--- src/rtl/quaternion_arithmetic_unit_defines.svh ---
// ----------------------------------------------------------------------------
// quaternion arithmetic unit assertion macros
// shared checks on the ports and pipeline of the quaternion unit
// ----------------------------------------------------------------------------
`ifndef QUATERNION_ARITHMETIC_UNIT_DEFINES_SVH
`define QUATERNION_ARITHMETIC_UNIT_DEFINES_SVH

// same-cycle implication
`define QAU_ASSERT_IMPL(label, ante, cons, msg) \
   label: assert property (@(posedge clock) disable iff (reset) (ante) |-> (cons)) \
      else $error(msg);

// next-cycle implication
`define QAU_ASSERT_NEXT(label, ante, cons, msg) \
   label: assert property (@(posedge clock) disable iff (reset) (ante) |=> (cons)) \
      else $error(msg);

`endif

--- src/rtl/qau_pkg.sv ---
// ----------------------------------------------------------------------------
// quaternion arithmetic unit package
// operation codes, pipeline control struct and width helpers
// ----------------------------------------------------------------------------
package qau_pkg;

   localparam int RES_WIDTH      = 32;
   localparam int NUM_LANES      = 4;
   localparam int DEF_FRAC_BITS  = 14;
   localparam int DEF_IN_WIDTH   = 16;

   // tuser bit positions of the result channel
   localparam int USER_ZERO_NORM = 0;
   localparam int USER_SATURATED = 1;
   localparam int RSP_USER_WIDTH = 2;
   localparam int REQ_USER_WIDTH = 3;

   typedef enum logic [2:0] {
      FUNC_MUL     = 3'd0,
      FUNC_INV_MUL = 3'd1,
      FUNC_INV     = 3'd2,
      FUNC_CONJ    = 3'd3,
      FUNC_DOT     = 3'd4
   } func_type;

   typedef struct packed {
      logic                 valid;
      logic                 zero_norm;
      logic [NUM_LANES-1:0] neg;
      logic [NUM_LANES-1:0] ovf;
   } ctrl_type;

   // exact signed sum of products, or a component scaled up by the fraction
   function automatic int sum_width(int w, int f);
      return (2*w + 2 > w + f + 1) ? 2*w + 2 : w + f + 1;
   endfunction

   function automatic int norm_width(int w);
      return 2*w + 1;
   endfunction

   function automatic int num_width(int w, int f);
      return sum_width(w, f) + f + 2;
   endfunction

   function automatic int den_width(int w, int f);
      return (2*w + 2 > f + 2) ? 2*w + 2 : f + 2;
   endfunction

   function automatic int wide_width(int w, int f);
      return (num_width(w, f) > den_width(w, f) + RES_WIDTH) ?
             num_width(w, f) : den_width(w, f) + RES_WIDTH;
   endfunction

endpackage

--- src/rtl/qau_prep.sv ---
// ----------------------------------------------------------------------------
// quaternion unit divider setup
// stage 3 takes magnitudes and forms dividend and divisor, stage 4 checks
// quotient overflow and loads the first partial remainder
// ----------------------------------------------------------------------------
module qau_prep #(
   parameter int IN_WIDTH  = qau_pkg::DEF_IN_WIDTH,
   parameter int FRAC_BITS = qau_pkg::DEF_FRAC_BITS
) (
   input  logic                                    clock,
   input  logic                                    reset,
   input  logic                                    ce,
   input  logic                                    valid_in,
   input  logic [3:0][qau_pkg::sum_width(IN_WIDTH, FRAC_BITS)-1:0] v_in,
   input  logic [qau_pkg::norm_width(IN_WIDTH)-1:0] norm_in,
   input  logic                                    divide_in,
   input  logic                                    zn_in,
   output qau_pkg::ctrl_type                       ctrl_out,
   output logic [3:0][qau_pkg::den_width(IN_WIDTH, FRAC_BITS)-1:0] r_out,
   output logic [3:0][qau_pkg::RES_WIDTH-1:0]      q_out,
   output logic [qau_pkg::den_width(IN_WIDTH, FRAC_BITS)-1:0] d_out
);

   localparam int MW = qau_pkg::sum_width(IN_WIDTH, FRAC_BITS);
   localparam int XW = qau_pkg::num_width(IN_WIDTH, FRAC_BITS);
   localparam int DW = qau_pkg::den_width(IN_WIDTH, FRAC_BITS);
   localparam int TW = qau_pkg::wide_width(IN_WIDTH, FRAC_BITS);
   localparam int QW = qau_pkg::RES_WIDTH;

   logic [3:0][XW-1:0] x_in;
   logic [3:0][XW-1:0] x_ff;
   logic [DW-1:0]      d_in;
   logic [DW-1:0]      d3_ff;
   logic [3:0]         neg_in;
   logic [3:0]         neg_ff;
   logic               zn3_ff;
   logic               valid3_ff;

   qau_pkg::ctrl_type  ctrl_in;
   qau_pkg::ctrl_type  ctrl_ff;
   logic [3:0][DW-1:0] r_in;
   logic [3:0][DW-1:0] r_ff;
   logic [3:0][QW-1:0] q_in;
   logic [3:0][QW-1:0] q_ff;
   logic [DW-1:0]      d4_ff;

   always_comb begin
      logic [MW-1:0] m;
      for (int i = 0; i < 4; i++) begin
         neg_in[i] = v_in[i][MW-1];
         m = neg_in[i] ? -v_in[i] : v_in[i];
         x_in[i] = divide_in ? (XW'(m) << (FRAC_BITS + 1)) + XW'(norm_in)
                             : (XW'(m) << 1) + (XW'(1) << FRAC_BITS);
      end
      d_in = divide_in ? DW'(norm_in) << 1 : DW'(1) << (FRAC_BITS + 1);
   end

   always_comb begin
      logic [TW-1:0] hi;
      ctrl_in.valid     = valid3_ff;
      ctrl_in.zero_norm = zn3_ff;
      ctrl_in.neg       = neg_ff;
      for (int i = 0; i < 4; i++) begin
         hi = TW'(x_ff[i]) >> QW;
         ctrl_in.ovf[i] = (hi >= TW'(d3_ff));
         r_in[i] = hi[DW-1:0];
         q_in[i] = x_ff[i][QW-1:0];
      end
   end

   always_ff @(posedge clock) begin
      if (reset) begin
         valid3_ff     <= 1'b0;
         ctrl_ff.valid <= 1'b0;
      end else if (ce) begin
         valid3_ff     <= valid_in;
         ctrl_ff.valid <= ctrl_in.valid;
      end
      if (ce) begin
         x_ff              <= x_in;
         d3_ff             <= d_in;
         neg_ff            <= neg_in;
         zn3_ff            <= zn_in;
         ctrl_ff.zero_norm <= ctrl_in.zero_norm;
         ctrl_ff.neg       <= ctrl_in.neg;
         ctrl_ff.ovf       <= ctrl_in.ovf;
         r_ff              <= r_in;
         q_ff              <= q_in;
         d4_ff             <= d3_ff;
      end
   end

   assign ctrl_out = ctrl_ff;
   assign r_out    = r_ff;
   assign q_out    = q_ff;
   assign d_out    = d4_ff;

endmodule

--- config.mk ---
export PLATFORM = sky130hd
export DESIGN_NAME = qau_prep
export DESIGN_NICKNAME = d
export VERILOG_FILES = /design/src/rtl/quaternion_arithmetic_unit_defines.svh /design/src/rtl/qau_pkg.sv /design/src/rtl/qau_prep.sv
export SDC_FILE = /design/constraint.sdc
export NUM_CORES = 1
export LEC_CHECK = 0
export ABC_AREA = 1
export BUFFER_PORTS_ARGS = -buffer_cell sky130_fd_sc_hd__clkbuf_2
export CORE_ASPECT_RATIO = 2
export CORE_MARGIN = 3
export CORE_UTILIZATION = 40
export CTS_CLUSTER_DIAMETER = 200
export DETAILED_ROUTE_END_ITERATION = 12
export GPL_TIMING_DRIVEN = 0
export PLACE_DENSITY_LB_ADDON = 0.25
export SLEW_MARGIN = 20
export SYNTH_ARGS = -nofsm -noshare
export SYNTH_HDL_FRONTEND = slang
export SYNTH_SLANG_ARGS = --single-unit
--- constraint.sdc ---
create_clock -name clock -period 10.6 [get_ports clock]
set_input_delay 3.18 -clock clock [delete_from_list [all_inputs] [get_ports clock]]
set_output_delay 3.18 -clock clock [all_outputs]
set_load 0.02 [all_outputs]
Word-level counts from Yosys, hierarchy flattened
Cells that the tools add are included.
W data, S select, Z words.

storage, ports and cells
  input port bits = 175
  RAM bits = 0
  bits in latches = 0
  memory bits (read-only) = 0
  register bits after elaboration = 484
  memories kept = 0

operators by class
  magnitude comparators = 4
  div/mod/pow operators = 0
  muxes and demuxes = 8
  $mul = 0
  reduce and logical (&&, ||, !) cells = 0
  $add $sub $neg = 12
  shift-type cells = 0
  eq/ne operators = 0
  bitwise logic cells = 0

operators with widths
  kind                      number
  $add A49 B33 Y50          4
  $mux W50                  4
  $add A35 B15 Y36 const B  4
  $ge A18 B34 Y1            4
  $mux W34                  4
  $neg A34 Y34              4

Depth between registers and ports, before layout
Gate-level depths: netlist of the first run.

  depth after elaboration = 4
  gate-level depth with buffers = 21

Least setup slack after synthesis of the first run
OpenSTA, ideal clock, no wires.

  path type = in2reg
  from = input v_in[67] (netlist bit)
  to = register x_ff (netlist bit r_in[48]), data pin
  stages on the path = 19
  path slack = 4844 ps
  library setup time = 255 ps
  required time = 10345 ps
  arrival time = 5502 ps
  cell sequence = buf_2 buf_1 buf_2 nand2_1 xor2_1 ha_1 nand2_1 o21ai_0 nand3_1 nand2_1 nand2_1 nand2_1 inv_1 nor2_1 nor2_1 nor2_1 nand3_1 nand2_1 nor2_1

between the ends
  longest elaborated chain between the ends = 3

ends and longest elaborated chain
  what                    RTL line        RTL
  start: declaration      qau_prep.sv:14  input logic [3:0][qau_pkg::sum_width(IN_WIDTH, FRAC_BITS)-1:0] v_in,
  $mux W34                qau_prep.sv:51  m = neg_in[i] ? -v_in[i] : v_in[i];
  $add A49 B33 Y50        qau_prep.sv:52  x_in[i] = divide_in ? (XW'(m) << (FRAC_BITS + 1)) + XW'(norm_in)
  $mux W50                qau_prep.sv:52
  end signal: assignment  qau_prep.sv:80  x_ff <= x_in;
  end: declaration        qau_prep.sv:31  logic [3:0][XW-1:0] x_ff;

No other way between the ends.
A chain may end at the register's enable or synchronous reset.

Final worst setup path of the first run
  from = input v_in[67] (netlist bit)
  to = register x_ff (netlist bit r_in[40]), data pin

Same word-level chain as after synthesis.

==> out/summary.md, run 1 <==
Number of enable flip-flop cells after synthesis: 472. The library cells used most frequently in the layout, excluding fill and tap cells, are sky130_fd_sc_hd__nand2_1, sky130_fd_sc_hd__edfxtp_1, sky130_fd_sc_hd__clkbuf_2. The tools report the count of standard-cell rows as 142. After layout, the minimum clock period comes to 6.550 ns. The type of the tightest min-delay check was reg2reg.

The share of post-route cells with drive strength above 1 was 20.78%. The worst hold path begins at q_in[31]$_DFFE_PP_. The final setup skew came out at 0.02560 ns. Counting flops and latches in the post-synthesis netlist gives 474. The logs give 4 for the number of antenna violations at the first check in global routing and 40.54% for the initial cell density of the core.

The logs give 0 for the number of hold buffers added after CTS and 3.572 ns for the worst setup slack after placement. For this design the top-level I/O count stands at 483. The endpoint kind of the worst setup timing path was a flip-flop. Headroom to the max-slew limit came out at 15.80%. The logs give 75,150 um^2 for the standard cell core area and 6.93 ns for the data arrival at the endpoint of the critical path. The smallest hold slack was 0.4165 ns; the pin count of the biggest net entering global routing was 96.

After synthesis the cells add up to 30,470 um^2. In this run the critical register-to-register path is launched from d3_ff[7]$_SDFFCE_PN0P_. Setup violations remaining at the end of the flow were counted as 0. The largest fanout of any net on the critical path is 10, and the fraction of registers with async set/reset is 0%. After detailed routing, the number of remaining DRC violations is 0.

IR analysis of the VDD net gives a maximum drop of 0.1205 mV. The logs give 35,660 um^2 for the final standard cell area without fillers and 0 for the number of synthesis warnings. For this run, the total global-route usage over all layers was measured as 29.07%. Power density normalized to cell area: 147.1 nW/um^2. In this run the remaining antenna-violating nets after routing total 0. The critical path contains buffers and inverters numbering 5 combined. Leaving out fill and tap cells, the most frequent cell in the layout is sky130_fd_sc_hd__nand2_1. Based on the critical path, the design can be clocked at up to 152.7 MHz. For the number of sinks handled by clock tree synthesis, the log shows 474. The number of buffers on the longest clock path was 3.

In this run the static leakage power is 16.28 nW. Across the run, the number of max-cap violations was 0. The run gives 9 as the iteration count of the initial detailed-routing pass. For the max-slew violation count, the log shows 0.

The startpoint of the worst setup timing path was v_in[67]. For the pin with the worst max-slew slack, the measured transition is 1.263 ns. For the count of endpoints failing hold in the final timing report, the log shows 0. The setup slack on the worst flop-to-flop path came out at 8.18 ns.

The slowest cell on the critical path is sky130_fd_sc_hd__buf_1. Measured along the y axis, the die boundary spans 396.3 um. In this run the cell area measured after placement is 34,210 um^2.

Compared with the post-synthesis result, the final layout area differs by 17.06%. After synthesis, the cell types taking the most area are sky130_fd_sc_hd__edfxtp_1, sky130_fd_sc_hd__nand2_1, sky130_fd_sc_hd__ha_1. The first global-routing pass estimated 168,400 um of wire. Total detailed-routing wirelength: 119,300 um. The clock tree synthesis step divided the H-tree into 2 levels.

Total power: 0.005246 W. The part of the Yosys area used for sequential elements is 46.65%, and the mean routed wirelength per cell is 23.05 um. The run gives 26,890 as the via count of the routed design. The critical path's largest stage delay was 0.44 ns. After the first detailed-routing iteration, the DRC count stood at 1,711. Clock-pin slew was measured on the worst setup and hold paths at 0.06 ns. Setup repair after global routing left no endpoint under its margin. The net count of the finished layout came out at 4,458.

The worst setup path is launched from an input port. The tools report the clock latency at the later pin of the worst-skew pair as 0.62 ns. The die covers 79,710 um^2.

Dividing the detail-routed via count by the number of cells gives 5.193. TritonCTS built the clock tree. The largest total area in the synthesized netlist belongs to sky130_fd_sc_hd__edfxtp_1. The most used flip-flop cell after synthesis is sky130_fd_sc_hd__edfxtp_1.

Global routing finished with a remaining overflow of 0. The cell count after synthesis is 3,593, and the required time at the endpoint of the critical path is 10.98 ns. The final weighted congestion in routability-driven placement is 0.9841, and the die extent in x is 201.1 um. The critical path is of the in2reg type. The mean cell area of the mapped netlist is 8.479 um^2.

The run finished with clean final reports. Traced cell by cell, the critical path runs through clkbuf_2, buf_2, buf_1, buf_2, nand2_1, xor2_1, ha_1, a21oi_1, o21ai_0, nand3_1, nand2_1, nand2_1, nand2_1, inv_1, nor2_1, nor2_1, o21ai_0, a21oi_1. Number of buffers created by CTS: 46. In this design, the largest share of critical-path delay is due to buffers and inverters.

After legalization and detailed placement, the total HPWL measured 96,050 um. The cell chosen for the clock root is sky130_fd_sc_hd__clkbuf_16. The most numerous cell type found on the critical path is sky130_fd_sc_hd__nand2_1. Setup slack closes at 4.050 ns.

The count of input and output buffers is 416. After synthesis, the netlist uses 56 different library cells. The buffer count from post-CTS setup fixing was 0. Once layout is complete, the utilization of the core stands at 47.45%. The number of global-route vias before repair is 26,440, and the share of Yosys cell area claimed by the top area cell type is 46.52%. After clock tree synthesis, the repair step resized 0 gates. The worst path uses 61.79% of the clock period.
[where the power goes]
group / leakage (nW) / internal [W] / switching, W / total [W]
Sequential: 4.62 / 0.00228 / 0.0000831 / 0.00237
Clock: 0.702 / 0.000851 / 0.000764 / 0.00162
Combinational: 11.0 / 0.000364 / 0.000900 / 0.00126
Total: 16.3 / 0.00350 / 0.00175 / 0.00525
[stage by stage]
stage                     TNS, ns  std cells
after CTS                       0       5175
after global routing            0       5177
after detailed placement        0       5090
final                           0       5178
after floorplan                 0       3661
after global placement    -752.98       5085
[routing by layer]
metal,up-vias,share of wire [%],global-route usage [%]
met2,1144,50,52.57
met4,2,9.9,23.51
met1,12370,34,29.36
met5,-,0.011,0
met3,386,6.0,4.541
li1,12990,-,-
[registers in the layout (all words and copies together), names as in the netlist]
signal / count
ctrl_out: 10
d3_ff: 33
d_out: 32
neg_ff: 4
q_in: 124
q_out: 125
r_in: 72
r_out: 72
valid3_ff: 1
zn3_ff: 1
[path summary, 6_finish.rpt]
| path | to | cells past startpoint |
|---|---|---|
| max | r_in[40]$_SDFFCE_PN0P_ | 18 |
| min | q_out[31]$_DFFE_PP_ | 0 |
| max reg2reg | ctrl_out[1]$_DFFE_PP_ | 9 |
| min reg2reg | q_out[31]$_DFFE_PP_ | 0 |
[cell families (layout without fill, tap and decap cells)]
kind of cell,count (synthesis),count (layout),synth area share (%)
flip-flops,474,474,46.65
AND/OR/NAND/NOR,1881,1881,28.58
adder cells (fa/ha/maj),153,153,6.382
other,1,72,0.01231
AO/OA/AOI/OAI,483,483,8.547
buffers and inverters,521,1027,7.524
XOR/XNOR,80,80,2.300
[area by class of cell]
cell class | instances | area [um^2]
Buffer | 124 | 804.5
Multi-Input combinational cell | 2666 | 14210
Clock buffer | 51 | 1191
Timing Repair Buffer | 421 | 2228
Antenna cell | 3 | 7.507
Clock inverter | 34 | 252.7
Fill cell | 7460 | 39490
Inverter | 397 | 1490
Sequential cell | 474 | 14210
Tap cell | 1008 | 1261
[synth_stat cells (all sizes together) (2+ instances only)]
cell and count:
a31oi 6, dfxtp 2, or2 3, nor2 432, buf 101, clkbuf 23, a21o 2, o31ai 2
edfxtp 472, nor3b 2, nand3 255, clkinv 3, and2 4, nand2 1088, o21ai 209, nand4 46
xnor2 28, nand3b 13, nor3 26, inv 394, a21oi 205, o22ai 10, a21boi 5, o21bai 24
nor4 8, a211oi 5, and3 2, xor2 52, ha 149, fa 4, o21a 8
No activity file was read; power rests on OpenSTA's default activity.
==> run 2: changes to the inputs <==
--- a/config.mk
+++ b/config.mk
@@ -5,7 +5,7 @@
 export SDC_FILE = /design/constraint.sdc
 export NUM_CORES = 1
 export LEC_CHECK = 0
-export ABC_AREA = 1
+export ABC_AREA = 0
 export BUFFER_PORTS_ARGS = -buffer_cell sky130_fd_sc_hd__clkbuf_2
 export CORE_ASPECT_RATIO = 2
 export CORE_MARGIN = 3
==> constraint.sdc (replaced) <==
create_clock -name clock -period 6.2 [get_ports clock]
set_input_delay 1.86 -clock clock [delete_from_list [all_inputs] [get_ports clock]]
set_output_delay 1.86 -clock clock [all_outputs]
set_load 0.02 [all_outputs]
==> out/summary.md, run 2 <==
The vertical die dimension is 377.3 um (-4.8%), and the standard cell core area is 68,070 um^2 (-9.4%). The final weighted congestion in routability-driven placement was 0.9508 (-3.4%); the worst vdd rail ir drop was 0.2529 mV (+110%). For the met2 layer usage reported by global route, the log shows 48.80% (-3.8 points).

The share of post-route cells with drive strength above 1 came out at 20.72% (-0.062 points). TritonCTS built the clock tree. Wire length of the first global-routing pass: 143,800 um (-15%). The global routing stage identified its most utilized layer as met2.

Actual transition at the worst max-transition pin: 1.161 ns (-0.1021 ns). The number of ports placed on the die boundary is 483 (unchanged), and the share of Yosys cell area claimed by the top area cell type is 51.42% (+4.9 points). Minimum clock period after layout: 6.028 ns. The number of buffers created by CTS is 44 (-4.3%). The overall fraction of global-route tracks in use is 27.33% (-1.7 points), and the number of vias per cell is 5.613 (+8.1%). The number of DRC markers after the initial detailed-route iteration was 1,506 (-12%); the pin count of the biggest net entering global routing was 101 (+5.2%). The reported max-cap violation count came out at 0 (unchanged).

Cell taking the most area after synthesis: sky130_fd_sc_hd__edfxtp_1. The run gives 0 (unchanged) as the number of hold buffers added after CTS. The worst setup path is launched from an input port. The setup slack on the worst flop-to-flop path was 2.99 ns (-5.19 ns); the number of synthesis warnings was 0 (unchanged).

The number of antenna violations at the first check in global routing was 13 (+9). The tools report the number of global-route vias before repair as 21,710 (-18%). The most used standard cell by instance count after synthesis is sky130_fd_sc_hd__edfxtp_1. The die extent in x came out at 191.6 um (-4.7%). For the maximum achievable frequency, the log shows 165.9 MHz. The mean routed wirelength per cell was 26.00 um (+13%). The run gives 0 (unchanged) as the global-route congestion overflow total. The run gives 13.00 nW (-20%) as the reported leakage power. Yosys attributes the largest share of cell area to sky130_fd_sc_hd__edfxtp_1, sky130_fd_sc_hd__ha_1, sky130_fd_sc_hd__xnor2_1.

The commonest cells after synthesis are sky130_fd_sc_hd__edfxtp_1, sky130_fd_sc_hd__nor2_1, sky130_fd_sc_hd__nand2_1. Initial cell density of the core: 40.50% (-0.041 points). For this run, the leading register cell type out of synthesis is sky130_fd_sc_hd__edfxtp_1. The required time at the endpoint of the critical path was 6.51 ns (-4.47 ns).

The run finished with clean final reports. For the max-slew violation count, the log shows 0 (unchanged). The tools report the final setup skew as 0.01786 ns (-0.007745 ns). The number of enable flip-flop cells after synthesis is 472 (unchanged), and the largest fanout of any net on the critical path is 19 (+9). The number of sinks handled by clock tree synthesis is 474 (unchanged). The number of synthesized register bits works out to 474 (unchanged).

The count of input and output buffers is 406 (-2.4%), and the met1 global-route usage is 31.32% (+2.0 points). The tools report the startpoint of the tightest hold check path as q_in[68]$_DFFE_PP_. Met3 track demand over resource in global routing: 4.318% (-0.22 points). For the full die area, the log shows 72,290 um^2 (-9.3%). From synthesis to final layout, the design area changed by 18.67%.

The power density normalized to cell area was 274.3 nW/um^2 (+87%); the via count of the routed design was 22,040 (-18%). The count of standard-cell rows is 135 (-4.9%). Post-CTS clock slew at the launch and capture registers of the worst setup and hold paths: 0.07 ns (about the same). Leaving out fill and tap cells, the most frequent cells in the layout are sky130_fd_sc_hd__edfxtp_1, sky130_fd_sc_hd__clkbuf_2, sky130_fd_sc_hd__nor2_1. The tools report the summed negative setup slack over all endpoints as 0 ns (unchanged).

The mean cell area of the mapped netlist works out to 11.15 um^2 (+32%). The number of cells on the worst reg-to-reg path came out at 10 (+1). The H-tree depth was 2 (unchanged). The run gives 0.60 ns (-0.02 ns) as the clock latency at the later pin of the worst-skew pair.

The tools report the worst hold path endpoint as q_out[68]$_DFFE_PP_. The run gives 51.56% (+4.9 points) as the part of the Yosys area used for sequential elements. Path type of the worst setup path: in2reg. Post-detailed-placement half-perimeter wirelength: 82,030 um (-15%). In this run the clock root is driven by a sky130_fd_sc_hd__clkbuf_16. The fraction of registers with async set/reset is 0% (unchanged), and the number of distinct library cells after synthesis is 86 (+54%). The number of buffers on the longest clock path was 3 (unchanged). The source of the worst register-to-register timing path is d3_ff[11]$_SDFFCE_PN0P_. The number of nets with antenna violations after detailed routing is 0 (unchanged). Setup repair after global routing left no endpoint under its margin.

The net count of the finished layout is 3,319 (-26%), and the number of flip-flops under the largest register name is 125 (unchanged). The buffer count from post-CTS setup fixing is 0 (unchanged), and the ratio of final minimum period to clock period is 97.23%. Worst relative slew slack: 22.61% (+6.8 points). The run gives 2,472 (-31%) as the cell count after synthesis. The worst hold path stage count was 0 (unchanged); the data arrival at the endpoint of the critical path was 6.33 ns (-0.60 ns). The min-delay analysis places its worst path in the category reg2reg.

The iteration count of the initial detailed-routing pass is 5 (-4). The count of endpoints failing setup in the final report came out at 0 (unchanged). The endpoint kind of the worst setup timing path is a flip-flop.

The tools report the cell area after synthesis as 27,570 um^2 (-9.5%). The number of DRC violations after detailed routing came out at 0 (unchanged). The worst register-to-register path ends at ctrl_out[1]$_DFFE_PP_.

The most frequent standard cell in the layout excluding fill and tap cells is sky130_fd_sc_hd__edfxtp_1. The count of endpoints failing hold in the final timing report is 0 (unchanged). The logs give 102,100 um (-14%) for the total detailed-routing wirelength and 48.06% (+0.60 points) for the core occupancy in the finished layout.
==> run 2: worst max path at each step <==
stage | start | endpoint | slack, ns | depth (start not counted)
after floorplan | v_in[67] | r_in[44]$_SDFFCE_PN0P_ | 0.34 | 17
after global placement | ce | valid3_ff$_SDFFE_PP0P_ | -4.49 | 3
after detailed placement | v_in[67] | r_in[41]$_SDFFCE_PN0P_ | -1.67 | 16
after CTS | v_in[67] | r_in[50]$_SDFFCE_PN0P_ | 0.006 | 17
after global routing | v_in[67] | r_in[50]$_SDFFCE_PN0P_ | 0.03 | 16
final | v_in[67] | r_in[39]$_SDFFCE_PN0P_ | 0.17 | 15
==> run 2: layout make-up <==
type	instances	area [um^2]
multi-input combinational	1846	12600
clock buffer	49	1120
inverter	72	270.3
clock inverter	32	350.3
timing repair buffer	411	2178
sequential	474	14210
buffer	142	840.8
tap	890	1114
fill	6327	35360
antenna	10	25.02
==> run 2: metal layers <==
metal  up-vias  part of all wire [%]
li1      10160                     -
met1     10630                    37
met2      1015                    51
met3       231                   6.6
met4         4                   5.6
met5         -                 0.025
==> run 2: cells by family after synthesis <==
group	Yosys count	synth area share [%]
buf+inv	220	4.058
mux	15	0.5900
compound gates	532	12.91
xor+xnor	301	9.591
flops	474	51.56
simple gates	776	14.22
fa+ha+maj	153	7.053
other cells	1	0.01360
==> run 2: through the flow <==
stage	power, W	instances	setup slack [ns]	hold WS [ns]	area (um^2)
global route	0.009325	3919	0.03061	0.4204	32700
global placement	0.006217	3836	-4.494	0.4029	30970
detailed placement	0.006196	3841	-1.672	0.4045	31120
CTS	0.009029	3920	0.005651	0.4144	32670
finish	0.008974	3926	0.1719	0.4122	32710
floorplan	0.005324	2540	0.3389	0.4003	27820
==> run 2: what timing repair did <==
| action | 4_1_cts | 5_1_grt |
|---|---|---|
| endpoints found under the setup margin | 60 | 38 |
| pin swaps | 0 | 0 |
| gates resized for setup | 20 | 10 |
==> run 2: power breakdown <==
part / switching, W / total (W) / internal [W]
clock: 0.00128 / 0.00281 / 0.00154
sequential: 0.000152 / 0.00409 / 0.00393
combinational: 0.00137 / 0.00207 / 0.000702
==> run 2: critical path, cell delays in order <==
cell and delay, ns:
sky130_fd_sc_hd__clkbuf_2 0.29, sky130_fd_sc_hd__clkbuf_4 0.35, sky130_fd_sc_hd__clkbuf_2 0.30, sky130_fd_sc_hd__clkbuf_2 0.30, sky130_fd_sc_hd__o21ai_0 0.32, sky130_fd_sc_hd__fa_1 0.54, sky130_fd_sc_hd__a21oi_1 0.24, sky130_fd_sc_hd__o211ai_1 0.21
sky130_fd_sc_hd__o41a_1 0.39, sky130_fd_sc_hd__a221oi_1 0.45, sky130_fd_sc_hd__o21a_1 0.26, sky130_fd_sc_hd__nor2b_1 0.06, sky130_fd_sc_hd__clkbuf_1 0.19, sky130_fd_sc_hd__xnor2_1 0.40, sky130_fd_sc_hd__nor2_1 0.15
==> run 3: changes to the inputs <==
--- a/config.mk
+++ b/config.mk
@@ -12,7 +12,6 @@
 export CORE_UTILIZATION = 40
 export CTS_CLUSTER_DIAMETER = 200
 export DETAILED_ROUTE_END_ITERATION = 12
-export GPL_TIMING_DRIVEN = 0
 export PLACE_DENSITY_LB_ADDON = 0.25
 export SLEW_MARGIN = 20
 export SYNTH_ARGS = -nofsm -noshare
==> out/summary.md, run 3 (same netlist as run 2, synthesis figures left out) <==
The run finished with clean final reports. TritonCTS built the clock tree. The worst setup path is launched from an input port. The power density normalized to cell area works out to 283.0 nW/um^2 (+3.2%). Among all stages on the critical path, the largest delay is contributed by sky130_fd_sc_hd__a2111oi_0. The actual transition at the worst max-transition pin was 1.128 ns (-0.03244 ns). The post-detailed-placement half-perimeter wirelength was 76,900 um (-6.3%). The tools report the reported max-cap violation count as 0 (unchanged). The summed negative setup slack over all endpoints is 0 ns (unchanged), and the largest fanout of any net on the critical path is 5 (-14). The final setup skew was 0.02821 ns (+0.01035 ns); the post-synthesis to final-layout area growth was 17.61%.

The run gives 3,773 (-1.8%) as the cell total after placement. The number of hold buffers added after CTS came out at 0 (unchanged). For the iteration count of the initial detailed-routing pass, the log shows 5 (unchanged). The total number of cells along the worst setup path is 18 (+3), and the buffer count from post-CTS setup fixing is 0 (unchanged). Share of post-route cells with drive strength above 1: 20.88% (+0.16 points). The count of input and output buffers came out at 417 (+2.7%).

For the final weighted congestion in routability-driven placement, the log shows 0.9578 (+0.74%). The number of ports placed on the die boundary is 483 (unchanged). The number of filler instances in the final layout was 6,351 (+0.38%); the standard cell core area was 68,070 um^2 (unchanged). The critical path goes through clkbuf_2, inv_1, ha_1, nor3b_1, nand3_1, o31ai_1, xnor2_1, ha_1, a211oi_1, nand2_1, a2111oi_0, buf_4, nor3_1, a211o_2, a21o_1, a21oi_1, xor2_1, mux2i_1. Count of endpoints failing hold in the final timing report: 0 (unchanged). The count of standard-cell rows is 135 (unchanged), and the mean routed wirelength per cell is 25.20 um (-3.1%). The number of buffers on the longest clock path came out at 3 (unchanged).

The run gives 26.42% (-0.91 points) as the overall fraction of global-route tracks in use. The number of DRC markers after the initial detailed-route iteration is 1,592 (+5.7%), and the count of endpoints failing setup in the final report is 0 (unchanged). The path type of the worst setup path was in2reg. The tools report the endpoint kind of the worst setup timing path as a flip-flop. The die extent in x is 191.6 um (unchanged).

The number of cells on the worst reg-to-reg path was 11 (+1). The count of instances resized after the clock tree is built is 0 (-100%), and the number of DRC violations after detailed routing is 0 (unchanged). The logs give 12.89 nW (-0.84%) for the reported leakage power and 0.4074 ns (-0.004784 ns) for the smallest hold slack. The number of vias per cell was 5.586 (-0.47%).

The tools report the clock latency at the later pin of the worst-skew pair as 0.61 ns (about the same). The run gives 139,700 um (-2.8%) as the wire length of the first global-routing pass. The number of sinks handled by clock tree synthesis is 474 (unchanged), and the critical path's largest stage delay is 0.51 ns (-0.03 ns).

The number of buffer and inverter stages on the critical path is 3 (-2), and the number of flip-flops under the largest register name is 125 (unchanged). In this design, the critical path's most frequently occurring cell is sky130_fd_sc_hd__ha_1. The path class of the tightest hold or removal check is reg2reg. The full die area is 72,290 um^2 (unchanged), and the max-slew violation count is 0 (unchanged). The run gives 21,290 (-1.9%) as the number of global-route vias before repair. The global-route congestion overflow total was 0 (unchanged); the H-tree depth was 2 (unchanged). The worst relative slew slack came out at 24.07% (+1.5 points). The run gives 21,590 (-2.0%) as the via count of the routed design. The maximum achievable frequency was 184.7 MHz (+11%); the pin count of the biggest net entering global routing was 107 (+5.9%).

The number of antenna violations at the first check in global routing is 12 (-1), and the worst hold path stage count is 0 (unchanged). The number of nets with antenna violations after detailed routing came out at 0 (unchanged). Setup repair after global routing left no endpoint under its margin.

The library cell used most frequently in the layout, excluding fill and tap cells, is sky130_fd_sc_hd__edfxtp_1. The family with the most delay on the worst path was compound AO/OA/AOI/OAI gates. The required time at the endpoint of the critical path was 6.54 ns (+0.03 ns); the non-filler instance count after layout was 3,864 (-1.6%). Data arrival at the endpoint of the critical path: 5.76 ns (-0.57 ns).

The minimum clock period after layout is 5.414 ns (-0.6144 ns), and the post-CTS clock slew at the launch and capture registers of the worst setup and hold paths is 0.08 ns (about the same). The logs give 3,258 (-1.8%) for the net count of the finished layout and 0.3560 mV (+41%) for the worst vdd rail ir drop. For the total detailed-routing wirelength, the log shows 97,390 um (-4.6%). For the initial cell density of the core, the log shows 40.50% (unchanged).

The vertical die dimension works out to 377.3 um (unchanged). The ratio of final minimum period to clock period came out at 87.32% (-9.9 points). In the layout the commonest cells are sky130_fd_sc_hd__edfxtp_1, sky130_fd_sc_hd__clkbuf_2, sky130_fd_sc_hd__nor2_1. The tree is rooted in a sky130_fd_sc_hd__clkbuf_16. The number of buffers created by CTS is 44 (unchanged).
[run 3: area by class of cell]
| cell class | instances | area [um^2] | area share, % |
|---|---|---|---|
| multi-input combinational | 1846 | 12490 | 38.52 |
| sequential | 474 | 14210 | 43.84 |
| clock inverter | 30 | 441.7 | 1.362 |
| tap | 890 | 1114 | 3.435 |
| timing repair buffer | 492 | 2698 | 8.321 |
| clock buffer | 51 | 1170 | 3.609 |
| inverter | 72 | 271.5 | 0.8375 |
| antenna | 9 | 22.52 | 0.06947 |
[run 3: metal layers]
layer  track usage (%)  up-vias  part of all wire [%]
met5                 0        -                 0.028
met4             13.90        4                   6.0
met1             30.14    10390                    37
met2             46.45      964                    50
li1                  -    10020                     -
met3             5.014      211                   6.5
[run 3: power breakdown]
part	leakage, nW	switching, W	internal (W)	total (W)
combinational	7.48	0.00133	0.000693	0.00203
sequential	4.62	0.000159	0.00393	0.00409
clock	0.785	0.00127	0.00179	0.00305
total	12.9	0.00276	0.00641	0.00917
[run 3: worst paths after layout]
path,slack [ns],start,to
worst max-delay path,0.79,v_in[68],r_in[68]$_DFFE_PP_
worst min-delay path,0.41,q_in[42]$_DFFE_PP_,q_out[42]$_DFFE_PP_
worst max register to register,3.19,d3_ff[3]$_SDFFCE_PN0P_,ctrl_out[0]$_DFFE_PP_
worst min register to register,0.41,q_in[42]$_DFFE_PP_,q_out[42]$_DFFE_PP_
[run 3: metrics by stage]
stage / total power [W] / utilization [%] / cell area (um^2) / worst slack (ns)
after detailed placement: 0.006174 / 45.22 / 30780 / 0.2096
after global routing: 0.009543 / 47.60 / 32400 / 0.5296
after floorplan: 0.005324 / - / 27820 / 0.3389
after global placement: 0.006151 / 45.22 / 30780 / 0.3025
after CTS: 0.009243 / 47.59 / 32390 / 0.8298
final: 0.009174 / 47.63 / 32420 / 0.7863
